===== src/fqs_pkg.sv =====
package fqs_pkg;

   localparam int DEPTH      = 16;
   localparam int DATA_WIDTH = 32;

   localparam int IDX_W = $clog2(DEPTH);
   localparam int CNT_W = $clog2(DEPTH + 1);
   localparam int SUM_W = IDX_W + 1;
   localparam int POS_W = 8;
   localparam int CMP_W = (POS_W > CNT_W) ? POS_W : CNT_W;

   localparam logic [1:0] OP_ENQUEUE = 2'd0;
   localparam logic [1:0] OP_DEQUEUE = 2'd1;
   localparam logic [1:0] OP_SEARCH  = 2'd2;
   localparam logic [1:0] OP_READ    = 2'd3;

   localparam logic [1:0] STATUS_OK      = 2'd0;
   localparam logic [1:0] STATUS_EMPTY   = 2'd1;
   localparam logic [1:0] STATUS_FULL    = 2'd2;
   localparam logic [1:0] STATUS_BAD_POS = 2'd3;

   typedef struct packed {
      logic [1:0]         operation;
      logic signed [31:0] value;
      logic [POS_W-1:0]   position;
   } req_type;

   typedef struct packed {
      logic [1:0]         status;
      logic               found;
      logic signed [31:0] read_data;
      logic               is_empty;
      logic [4:0]         occupancy;
   } rsp_type;

   typedef struct packed {
      logic    valid;
      rsp_type data;
   } push_type;

   typedef struct packed {
      logic                  wr_en;
      logic [IDX_W-1:0]      wr_addr;
      logic [DATA_WIDTH-1:0] wr_data;
      logic                  rd_en;
      logic [IDX_W-1:0]      rd_addr;
   } ram_req_type;

   function automatic logic [IDX_W-1:0] slot_at(logic [IDX_W-1:0] head,
                                                logic [IDX_W-1:0] offset);
      logic [SUM_W-1:0] s;
      s = {1'b0, head} + {1'b0, offset};
      if (s >= SUM_W'(DEPTH)) begin
         s = s - SUM_W'(DEPTH);
      end
      return s[IDX_W-1:0];
   endfunction

   function automatic logic [IDX_W-1:0] next_slot(logic [IDX_W-1:0] slot);
      logic [IDX_W-1:0] n;
      if (slot == IDX_W'(DEPTH - 1)) begin
         n = '0;
      end else begin
         n = slot + 1'b1;
      end
      return n;
   endfunction

   function automatic logic [DATA_WIDTH-1:0] to_word(logic signed [31:0] v);
      return DATA_WIDTH'(v);
   endfunction

   function automatic logic signed [31:0] to_out(logic [DATA_WIDTH-1:0] w);
      return $signed(32'(w));
   endfunction

endpackage


===== src/fqs_ram.sv =====
module fqs_ram
   import fqs_pkg::*;
(
   input  logic                  clock,
   input  ram_req_type           ram_req,
   output logic [DATA_WIDTH-1:0] rd_data
);

   logic [DATA_WIDTH-1:0] mem [DEPTH];
   logic [DATA_WIDTH-1:0] rd_data_ff;

   always_ff @(posedge clock) begin
      if (ram_req.wr_en) begin
         mem[ram_req.wr_addr] <= ram_req.wr_data;
      end
   end

   always_ff @(posedge clock) begin
      if (ram_req.rd_en) begin
         rd_data_ff <= mem[ram_req.rd_addr];
      end
   end

   assign rd_data = rd_data_ff;

endmodule


===== src/fqs_ctrl.sv =====
module fqs_ctrl
   import fqs_pkg::*;
(
   input  logic                  clock,
   input  logic                  reset,
   input  logic                  req_valid,
   output logic                  req_stall,
   input  req_type               req_data,
   input  logic                  out_free,
   output push_type              push,
   output ram_req_type           ram_req,
   input  logic [DATA_WIDTH-1:0] rd_data
);

   typedef enum logic [3:0] {
      ST_IDLE   = 4'b0001,
      ST_READ   = 4'b0010,
      ST_SEARCH = 4'b0100,
      ST_DONE   = 4'b1000
   } state_type;

   state_type             state_ff, state_in;
   logic [IDX_W-1:0]      head_ff, head_in;
   logic [IDX_W-1:0]      tail_ff, tail_in;
   logic [CNT_W-1:0]      count_ff, count_in;
   logic [CNT_W-1:0]      scan_ff, scan_in;
   logic                  cmp_vld_ff, cmp_vld_in;
   logic                  found_ff, found_in;
   logic [DATA_WIDTH-1:0] val_ff, val_in;
   rsp_type               res_ff, res_in;
   logic                  accept;
   logic                  match;

   assign req_stall = (state_ff != ST_IDLE);
   assign accept    = req_valid && !req_stall;
   assign match     = cmp_vld_ff && (rd_data == val_ff);

   always_comb begin
      state_in   = state_ff;
      head_in    = head_ff;
      tail_in    = tail_ff;
      count_in   = count_ff;
      scan_in    = scan_ff;
      cmp_vld_in = 1'b0;
      found_in   = found_ff;
      val_in     = val_ff;
      res_in     = res_ff;
      ram_req    = '0;
      push.valid = 1'b0;
      push.data  = res_ff;

      unique case (state_ff)
         ST_IDLE: begin
            if (accept) begin
               val_in           = to_word(req_data.value);
               res_in.status    = STATUS_OK;
               res_in.found     = 1'b0;
               res_in.read_data = '0;
               state_in         = ST_DONE;
               unique case (req_data.operation)
                  OP_ENQUEUE: begin
                     if (count_ff >= CNT_W'(DEPTH)) begin
                        res_in.status = STATUS_FULL;
                     end else begin
                        ram_req.wr_en   = 1'b1;
                        ram_req.wr_addr = tail_ff;
                        ram_req.wr_data = to_word(req_data.value);
                        tail_in         = next_slot(tail_ff);
                        count_in        = count_ff + 1'b1;
                     end
                  end
                  OP_DEQUEUE: begin
                     if (count_ff == '0) begin
                        res_in.status = STATUS_EMPTY;
                     end else begin
                        head_in  = next_slot(head_ff);
                        count_in = count_ff - 1'b1;
                     end
                  end
                  OP_SEARCH: begin
                     if (count_ff != '0) begin
                        scan_in  = '0;
                        found_in = 1'b0;
                        state_in = ST_SEARCH;
                     end
                  end
                  OP_READ: begin
                     if (CMP_W'(req_data.position) >= CMP_W'(count_ff)) begin
                        res_in.status = STATUS_BAD_POS;
                     end else begin
                        ram_req.rd_en   = 1'b1;
                        ram_req.rd_addr = slot_at(head_ff, IDX_W'(req_data.position));
                        state_in        = ST_READ;
                     end
                  end
               endcase
               res_in.occupancy = 5'(count_in);
               res_in.is_empty  = (count_in == '0);
            end
         end
         ST_READ: begin
            res_in.read_data = to_out(rd_data);
            state_in         = ST_DONE;
         end
         ST_SEARCH: begin
            if (scan_ff != count_ff) begin
               ram_req.rd_en   = 1'b1;
               ram_req.rd_addr = slot_at(head_ff, scan_ff[IDX_W-1:0]);
               scan_in         = scan_ff + 1'b1;
               cmp_vld_in      = 1'b1;
            end
            found_in = found_ff | match;
            if ((scan_ff == count_ff) && cmp_vld_ff) begin
               res_in.found = found_in;
               state_in     = ST_DONE;
            end
         end
         ST_DONE: begin
            if (out_free) begin
               push.valid = 1'b1;
               state_in   = ST_IDLE;
            end
         end
         default: begin
            state_in = ST_IDLE;
         end
      endcase
   end

   always_ff @(posedge clock) begin
      if (reset) begin
         state_ff   <= ST_IDLE;
         head_ff    <= '0;
         tail_ff    <= '0;
         count_ff   <= '0;
         cmp_vld_ff <= 1'b0;
      end else begin
         state_ff   <= state_in;
         head_ff    <= head_in;
         tail_ff    <= tail_in;
         count_ff   <= count_in;
         cmp_vld_ff <= cmp_vld_in;
      end
   end

   always_ff @(posedge clock) begin
      scan_ff  <= scan_in;
      found_ff <= found_in;
      val_ff   <= val_in;
      res_ff   <= res_in;
   end

   a_count_bound: assert property (@(posedge clock) disable iff (reset)
      count_ff <= CNT_W'(DEPTH))
      else $error("entry count exceeds depth");

   a_ring_empty: assert property (@(posedge clock) disable iff (reset)
      (count_ff == '0) |-> (head_ff == tail_ff))
      else $error("head and tail differ on empty queue");

   a_write_idle: assert property (@(posedge clock) disable iff (reset)
      ram_req.wr_en |-> (state_ff == ST_IDLE) && accept)
      else $error("memory write outside an accepted enqueue");

   a_scan_bound: assert property (@(posedge clock) disable iff (reset)
      (state_ff == ST_SEARCH) |-> (scan_ff <= count_ff))
      else $error("search index past entry count");

   a_push_free: assert property (@(posedge clock) disable iff (reset)
      push.valid |-> out_free && (state_ff == ST_DONE))
      else $error("result pushed into busy output register");

endmodule


===== src/fifo_queue_with_search.sv =====
// bounded fifo queue of signed words with search and positional read
// req channel: req_valid, req_stall (driven here), req_data carries
//   operation, value and position; a transaction completes when req_valid
//   is high and req_stall is low at a rising clock edge
// rsp channel: rsp_valid, rsp_stall (driven by the receiver), rsp_data
//   carries status, found, read_data, is_empty and occupancy; one rsp
//   transaction per req transaction, in order
// entries live in a one-port-write, one-port-read ram with registered read
// one request at a time: enqueue and dequeue finish without a ram read, read at
//   position does one ram read, and search reads every held entry once
//   through the ram read port; a search of an empty queue reads no entry
// the finished result is passed into an output register that drives rsp,
//   so the next request can be worked on while it waits; when rsp_stall
//   is held a finished result waits and req_stall rises until the output
//   register frees
// reset clears head, tail and count so the queue starts empty; the ram
//   needs no clearing since only held entries are ever read
module fifo_queue_with_search
   import fqs_pkg::*;
(
   input  logic    clock,
   input  logic    reset,
   input  logic    req_valid,
   output logic    req_stall,
   input  req_type req_data,
   output logic    rsp_valid,
   input  logic    rsp_stall,
   output rsp_type rsp_data
);

   push_type              push;
   ram_req_type           ram_req;
   logic [DATA_WIDTH-1:0] rd_data;
   logic                  out_free;
   logic                  rsp_valid_ff, rsp_valid_in;
   rsp_type               rsp_data_ff;

   assign out_free = !rsp_valid_ff || !rsp_stall;

   fqs_ctrl u_ctrl (
      .clock     (clock),
      .reset     (reset),
      .req_valid (req_valid),
      .req_stall (req_stall),
      .req_data  (req_data),
      .out_free  (out_free),
      .push      (push),
      .ram_req   (ram_req),
      .rd_data   (rd_data)
   );

   fqs_ram u_ram (
      .clock   (clock),
      .ram_req (ram_req),
      .rd_data (rd_data)
   );

   always_comb begin
      rsp_valid_in = rsp_valid_ff;
      if (push.valid) begin
         rsp_valid_in = 1'b1;
      end else if (!rsp_stall) begin
         rsp_valid_in = 1'b0;
      end
   end

   always_ff @(posedge clock) begin
      if (reset) begin
         rsp_valid_ff <= 1'b0;
      end else begin
         rsp_valid_ff <= rsp_valid_in;
      end
   end

   always_ff @(posedge clock) begin
      if (push.valid) begin
         rsp_data_ff <= push.data;
      end
   end

   assign rsp_valid = rsp_valid_ff;
   assign rsp_data  = rsp_data_ff;

endmodule


===== config.mk =====
export PLATFORM = sky130hd
export DESIGN_NAME = fifo_queue_with_search
export DESIGN_NICKNAME = d
export VERILOG_FILES = /design/src/fqs_pkg.sv /design/src/fqs_ram.sv /design/src/fqs_ctrl.sv /design/src/fifo_queue_with_search.sv
export SDC_FILE = /design/constraint.sdc
export NUM_CORES = 1
export LEC_CHECK = 0
export BUFFER_PORTS_ARGS = -buffer_cell sky130_fd_sc_hd__buf_2
export CORE_MARGIN = 2
export CORE_UTILIZATION = 56
export CTS_CLUSTER_DIAMETER = 60
export DETAILED_ROUTE_END_ITERATION = 6
export PLACE_DENSITY_LB_ADDON = 0.08
export SLEW_MARGIN = 5
export SYNTH_ARGS = -nofsm -noshare
export SYNTH_HDL_FRONTEND = slang
export SYNTH_SLANG_ARGS = --single-unit

===== constraint.sdc =====
create_clock -name clock -period 5.3 [get_ports clock]
set_input_delay 0.795 -clock clock [delete_from_list [all_inputs] [get_ports clock]]
set_output_delay 0.795 -clock clock [all_outputs]
set_load 0.005 [all_outputs]

# --- Word-level counts from Yosys, hierarchy flattened ---
# Memories as Yosys holds them, arrays and structs flattened. A register that Yosys moved wholly into a read port is not among the register bits.
# Cells that the tools add are included.
classes:
  eq_ne: 20
  magnitude_cmp: 4
  n_bitwise: 4
  add_sub_neg: 9
  mux: 48
  reduce_logical: 22
ops:
  columns: ["operator", "count"]
  rows:
  - ["$mux W37", 3]
  - ["$pmux W32 S2", 1]
  - ["$mux W5", 11]
  - ["$mux W42", 1]
  - ["$mux W39", 1]
  - ["$mux W4", 9]
  - ["$eq A32 B32 Y1", 1]
  - ["$pmux W5 S2", 3]
  - ["$pmux W4 S4", 1]
  - ["$ge A5 B5 Y1 const B", 3]
  - ["$eq A4 B4 Y1 const B", 3]
  - ["$mux W1", 12]
  - ["$reduce_and A4 Y1", 3]
  - ["$add A4 B4 Y5", 2]
  - ["$add A5 B1 Y5 const B", 2]
  - ["$logic_not A5 Y1", 2]
  - ["$ne A2 B1 Y1 const B", 5]
  - ["$add A4 B1 Y4 const B", 2]
  - ["$ge A8 B5 Y1", 1]
  - ["$pmux W4 S2", 1]
  - ["$sub A4 B1 Y4 const B", 2]
  - ["$pmux W2 S3", 1]
  - ["$reduce_and A3 Y1", 2]
  - ["$eq A5 B5 Y1", 1]
  - ["22 further kinds", 34]
word_totals:
  in_bits: 46
  output_inout_bits: 43
  ramBits: 512
  mem_count: 1
  register_bits: 139
  elab_cells: 127
memory_table:
  columns: ["memory", "depth", "width", "rd", "rd_clocked_by_memory_dff", "write_ports", "line_no", "source"]
  rows:
  - ["u_ram.mem", 16, 32, 1, 1, 1, "fqs_ram.sv:9", "logic [DATA_WIDTH-1:0] mem [DEPTH];"]

# --- Logic depth before layout (Yosys ltp) ---
depth:
  depth_word: 9
  ltp_mapped: 13
  depth_no_buf: 9

# --- Cells and area by module ---
# A second synthesis with hierarchy kept.
hier_totals:
  cells_unflattened: 1301
  area_unflattened_um2: 26327.8
by_module_without_submodules:
  columns: ["mod", "cells_per_inst", "instances", "area_per_inst_um2", "seq_area_each_um2"]
  rows:
  - ["fqs_ram", 838, 1, 20155.6, 16335.7]
  - ["fqs_ctrl", 418, 1, 4908.5, 2732.6]
  - ["fifo_queue_with_search", 45, 1, 1263.7, 1251.2]

# --- Worst setup path after synthesis ---
# OpenSTA, ideal clock, no wires.
synth_path:
  path_type: "input to register"
  from: "in req_valid"
  to: "mem u_ram.mem[1][0] (enable)"
  t_required_ns: 4.839
  setup_slack_ns: 0.201
  arrival_time_ns: 4.638
  n_path_buf: 2
  path_stages: 7
  setup_ns: 0.461
  path_cell_list: "nand2_1 buf_6 clkinv_1 and3_1 clkbuf_1 nand3b_1 nor3_1"
synth_via:
  elab_chain_len: 5
synth_lines:
  columns: ["item", "line_no", "source"]
  rows:
  - ["start: declaration", "fifo_queue_with_search.sv:23", "input logic req_valid,"]
  - ["$logic_and A1 B1 Y1 *", "fqs_ctrl.sv:35", "assign accept = req_valid && !req_stall;"]
  - ["$mux W42 *", "fqs_ctrl.sv:54", "if (accept) begin"]
  - ["$mux W37 *", "fqs_ctrl.sv:52", "unique case (state_ff)"]
  - ["$mux W1", "fqs_ram.sv:13", "if (ram_req.wr_en) begin"]
  - ["$mux W1 (implied by the code)", "fqs_ram.sv:14", "mem[ram_req.wr_addr] <= ram_req.wr_data;"]
  - ["end: declaration", "fqs_ram.sv:9", null]
# Mark *: on every way between the ends. The rest lies on a longest branch, timed or not.

# --- Worst setup path in the final report ---
layout_path:
  from: "reg u_ctrl.count_ff[2]"
  to: "reg u_ram.rd_data_ff[29] (netlist: u_ram.rd_data[29]) (read register of u_ram.mem), data pin"
layout_via:
  elab_chain_len: 5
  elab_cells_between_ends: 7
  cone_classes: "order compare: 1; eq/ne: 1; mux: 5"
layout_lines:
  columns: ["item", "line_no", "source"]
  rows:
  - ["start: declaration", "fqs_ctrl.sv:25", "logic [CNT_W-1:0] count_ff, count_in;"]
  - ["start signal: assignment", "fqs_ctrl.sv:141", "count_ff <= count_in;"]
  - ["$ge A8 B5 Y1", "fqs_ctrl.sv:88", "if (CMP_W'(req_data.position) >= CMP_W'(count_ff)) begin"]
  - ["$mux W5", "fqs_ctrl.sv:88", null]
  - ["$mux W5", "fqs_ctrl.sv:60", "unique case (req_data.operation)"]
  - ["$mux W42", "fqs_ctrl.sv:54", null]
  - ["$pmux W5 S2 *", "fqs_ctrl.sv:52", null]
  - ["end: declaration", "fqs_ram.sv:10", "logic [DATA_WIDTH-1:0] rd_data_ff;"]
# Marked as above.
# A chain may end at the register's enable or synchronous reset.

==> summary.txt <==
Synth
  – Netlist Area Pre-Place: 0.0271 mm2
  – Top cells by area, synth: edfxtp_1 (74%), a211oi_1 (3.5%), mux2i_1 (2.5%)
  – Count of different cell masters after synthesis: 53
  – Synth area leader: edfxtp_1
  – Synth Flop Type: edfxtp_1
  – Number of synthesized flops with an enable pin: 664
  – Sequential area share after synthesis: 0.750
  – Yosys warns: 0
  – Syn avg cell area: 15.5 um2
  – Synth Net Count: 1809
  – Area share of the leading cell type in the synthesized netlist: 0.736
  – Gate Count Post-Synth: 1744
  – Fraction of registers with async set/reset: 0
  – Register bit total from synthesis: 683

CTS
  – CTS clk-pin slew, worst paths: 60 ps
  – Clock sink count: 683
  – CTS max path bufs: 3
  – Setup repair bufs after CTS: 0
  – Clock Latency Late Sink: 610 ps
  – CTS tree: yes
  – H-tree levels: 3
  – Cts repair resizes: 0
  – Root Buffer: clkbuf_16
  – Cts hold-fix bufs: 0
  – CTS Buf Count: 70

Die
  – Starting Density: 0.568
  – # IOs: 89
  – Row Count: 80
  – Core box area: 0.0477 mm2
  – Die Wd: 224 um
  – Die Height: 224 um
  – Die area: 0.0502 mm2

GRT
  – Antenna violations before repair: 1
  – GR Util met1: 0.418
  – First-pass GRT wire length: 102000 um
  – GRT Max-Usage Layer: met2
  – GR Util met3: 0.0564
  – Grt ovf: 0
  – Largest net degree at the start of global routing: 67
  – GR Layer Usage met2: 0.429
  – Total GRT Usage: 0.282
  – Vias in the first global route: 15400

Power
  – Max VDD drop: 0.260 mV
  – Pwr dens: 366 mW/mm2
  – Leakage power: 10.3 nW
  – Pwr Total: 0.0112 W

Placement
  – I/O Buffers: 88
  – Detailed placement HPWL: 40500 um
  – Routability-driven placement congestion ratio: 0.831

STA
  – Final setup fails: 0
  – Fin crit share: 0.768
  – TNS Setup: 0 ps
  – Rel. slew slack: 0.230
  – Worst slew pin tran: 1150 ps
  – Max Fclk: 0.246 GHz
  – Final hold vios: 0
  – RSZ-0062 raised after global routing: no
  – Worst Skew: 23.2 ps
  – Tmin final: 4070 ps
  – Final Max Slew Viols: 0

Routing
  – WL per Instance: 27.9 um
  – Antenna viol nets, final: 0
  – Pre-antenna DRT Iters: 5
  – Via count: 16200
  – Vias per cell: 6.47
  – DRT iter0 DRCs: 1889
  – Final wirelength: 69800 um
  – DR DRC count: 0

Cells and area
  – Layout cells sized above 1: 0.144
  – Area growth, synth to finish: 12.7%
  – # diodes: 0
  – Fill count: 3385
  – Fin util: 0.640
  – Final Net Count: 1905

Flow run
  – # Max-Cap Violations: 0

Setup path
  – Crit Path Class: reg2reg
  – Worst Path Arrival: 4400 ps
  – CP Max Fanout: 66
  – CP Capture Type: flop
  – Startpoint Class: flop
  – Critical Path RT: 5640 ps

Hold path
  – Hold Path Class: in2reg

Outcome
  – Status: completed
[per-layer routing]
layer / vias to the layer above / routed length, um
met4: 0 / 1670
met2: 809 / 32100
met5: - / 0
li1: 7062 / -
met3: 121 / 6280
met1: 8184 / 29700
[sequential cells by signal, indices dropped and copies added, names as in the netlist]
name	count
u_ctrl.push	41
u_ctrl.found_ff	1
u_ctrl.cmp_vld_ff	1
u_ctrl.tail_ff	4
rsp_valid	1
u_ctrl.val_ff	32
u_ctrl.state_ff	4
rsp_data	41
u_ctrl.head_ff	4
u_ctrl.scan_ff	5
u_ctrl.count_ff	5
u_ram.rd_data	32
u_ram.mem	512
[cell usage in the layout, fill, tap and decap left out, drive strengths merged, types with 4 or more instances in the layout]
| master | synthesis | routed |
|---|---|---|
| clkbuf | 88 | 86 |
| nand2 | 118 | 118 |
| nand3b | 4 | 4 |
| a21o | 4 | 4 |
| clkinv | 1 | 28 |
| a21oi | 117 | 117 |
| xnor2 | 40 | 40 |
| o22ai | 4 | 4 |
| nor2 | 49 | 49 |
| a221oi | 63 | 63 |
| nand4 | 9 | 9 |
| nand2b | 4 | 4 |
| and3 | 97 | 97 |
| xor2 | 10 | 10 |
| nor4 | 36 | 36 |
| nand3 | 9 | 9 |
| buf | 32 | 144 |
| mux2i | 68 | 68 |
| nor3 | 6 | 6 |
| o21ai | 9 | 9 |
| a211oi | 128 | 128 |
| dfxtp | 19 | 19 |
| ha | 17 | 17 |
| nor4b | 5 | 5 |
| inv | 15 | 19 |
| and2 | 67 | 67 |
| or4 | 32 | 32 |
| edfxtp | 664 | 664 |
[power breakdown]
group	internal, W	leakage [nW]	total [W]	switching, W
logic	0.000156	3.20	0.000503	0.000347
clock network	0.00255	1.02	0.00453	0.00198
registers	0.00609	6.06	0.00615	0.0000611
[path summary, 6_finish.rpt]
| path | start | to | slack, ps | cells past startpoint |
|---|---|---|---|---|
| setup / recovery | u_ctrl.count_ff[2]$_SDFFE_PP0P_ | u_ram.rd_data[29]$_DFFE_PP_ | 1230 | 11 |
| hold / removal | req_data[18] | u_ctrl.val_ff[10]$_DFFE_PP_ | 370 | 1 |
| setup reg to reg | u_ctrl.count_ff[2]$_SDFFE_PP0P_ | u_ram.rd_data[29]$_DFFE_PP_ | 1230 | 11 |
| hold reg to reg | u_ctrl.push[32]$_DFFE_PP_ | rsp_data[32]$_DFFE_PP_ | 420 | 0 |
[cell usage after synthesis (35+ instances only)]
cell        n
a211oi_1  128
nand2_1   118
and2_1     67
mux2i_1    68
a21oi_1   117
nor4_1     35
clkbuf_1   88
edfxtp_1  664
and3_1     97
a221oi_1   63
nor2_1     49
xnor2_1    40
[critical path, cell delays in order (launching register included)]
cell,delay (ps)
dfxtp_1,490
inv_1,190
ha_1,330
nand2_1,50
o21ai_1,250
a2111o_2,270
buf_4,320
nand2_4,490
buf_4,460
a211oi_1,260
nor4_1,70
or4_1,540
[through the flow]
step / worst slack (ps) / instances / area, um2 / hold slack, ps
2_1_floorplan: 201 / 1744 / 27100 / 400
3_3_place_gp: 1080 / 2383 / 28500 / 401
3_5_place_dp: 1060 / 2383 / 28500 / 405
4_1_cts: 1300 / 2502 / 30500 / 350
5_1_grt: 971 / 2502 / 30500 / 359
6_report: 1230 / 2502 / 30500 / 373
[logic make-up (layout without fill, tap and decap cells)]
group,Yosys count,count (layout),share of synthesized area
AOI/OAI and AO/OA,345,345,0.0880
xor gates and xnor gates,50,50,0.0162
adders and majority gates,19,19,0.00933
buffers and inverters,136,279,0.0222
DFF,683,683,0.750
muxes,68,68,0.0251
and+or+nand+nor,443,443,0.0894
[area by class of cell]
class | instances | area [um2] | share of cell area
inverters | 16 | 60.1 | 0.00197
multi-input cells | 925 | 6360 | 0.208
repair buffers | 144 | 961 | 0.0315
well taps | 615 | 769 | 0.0252
clock buffers | 86 | 1860 | 0.0610
flip-flops and latches | 683 | 20300 | 0.665
clock inverters | 33 | 214 | 0.00700
Note: power is estimated with default switching activity, not from simulation.
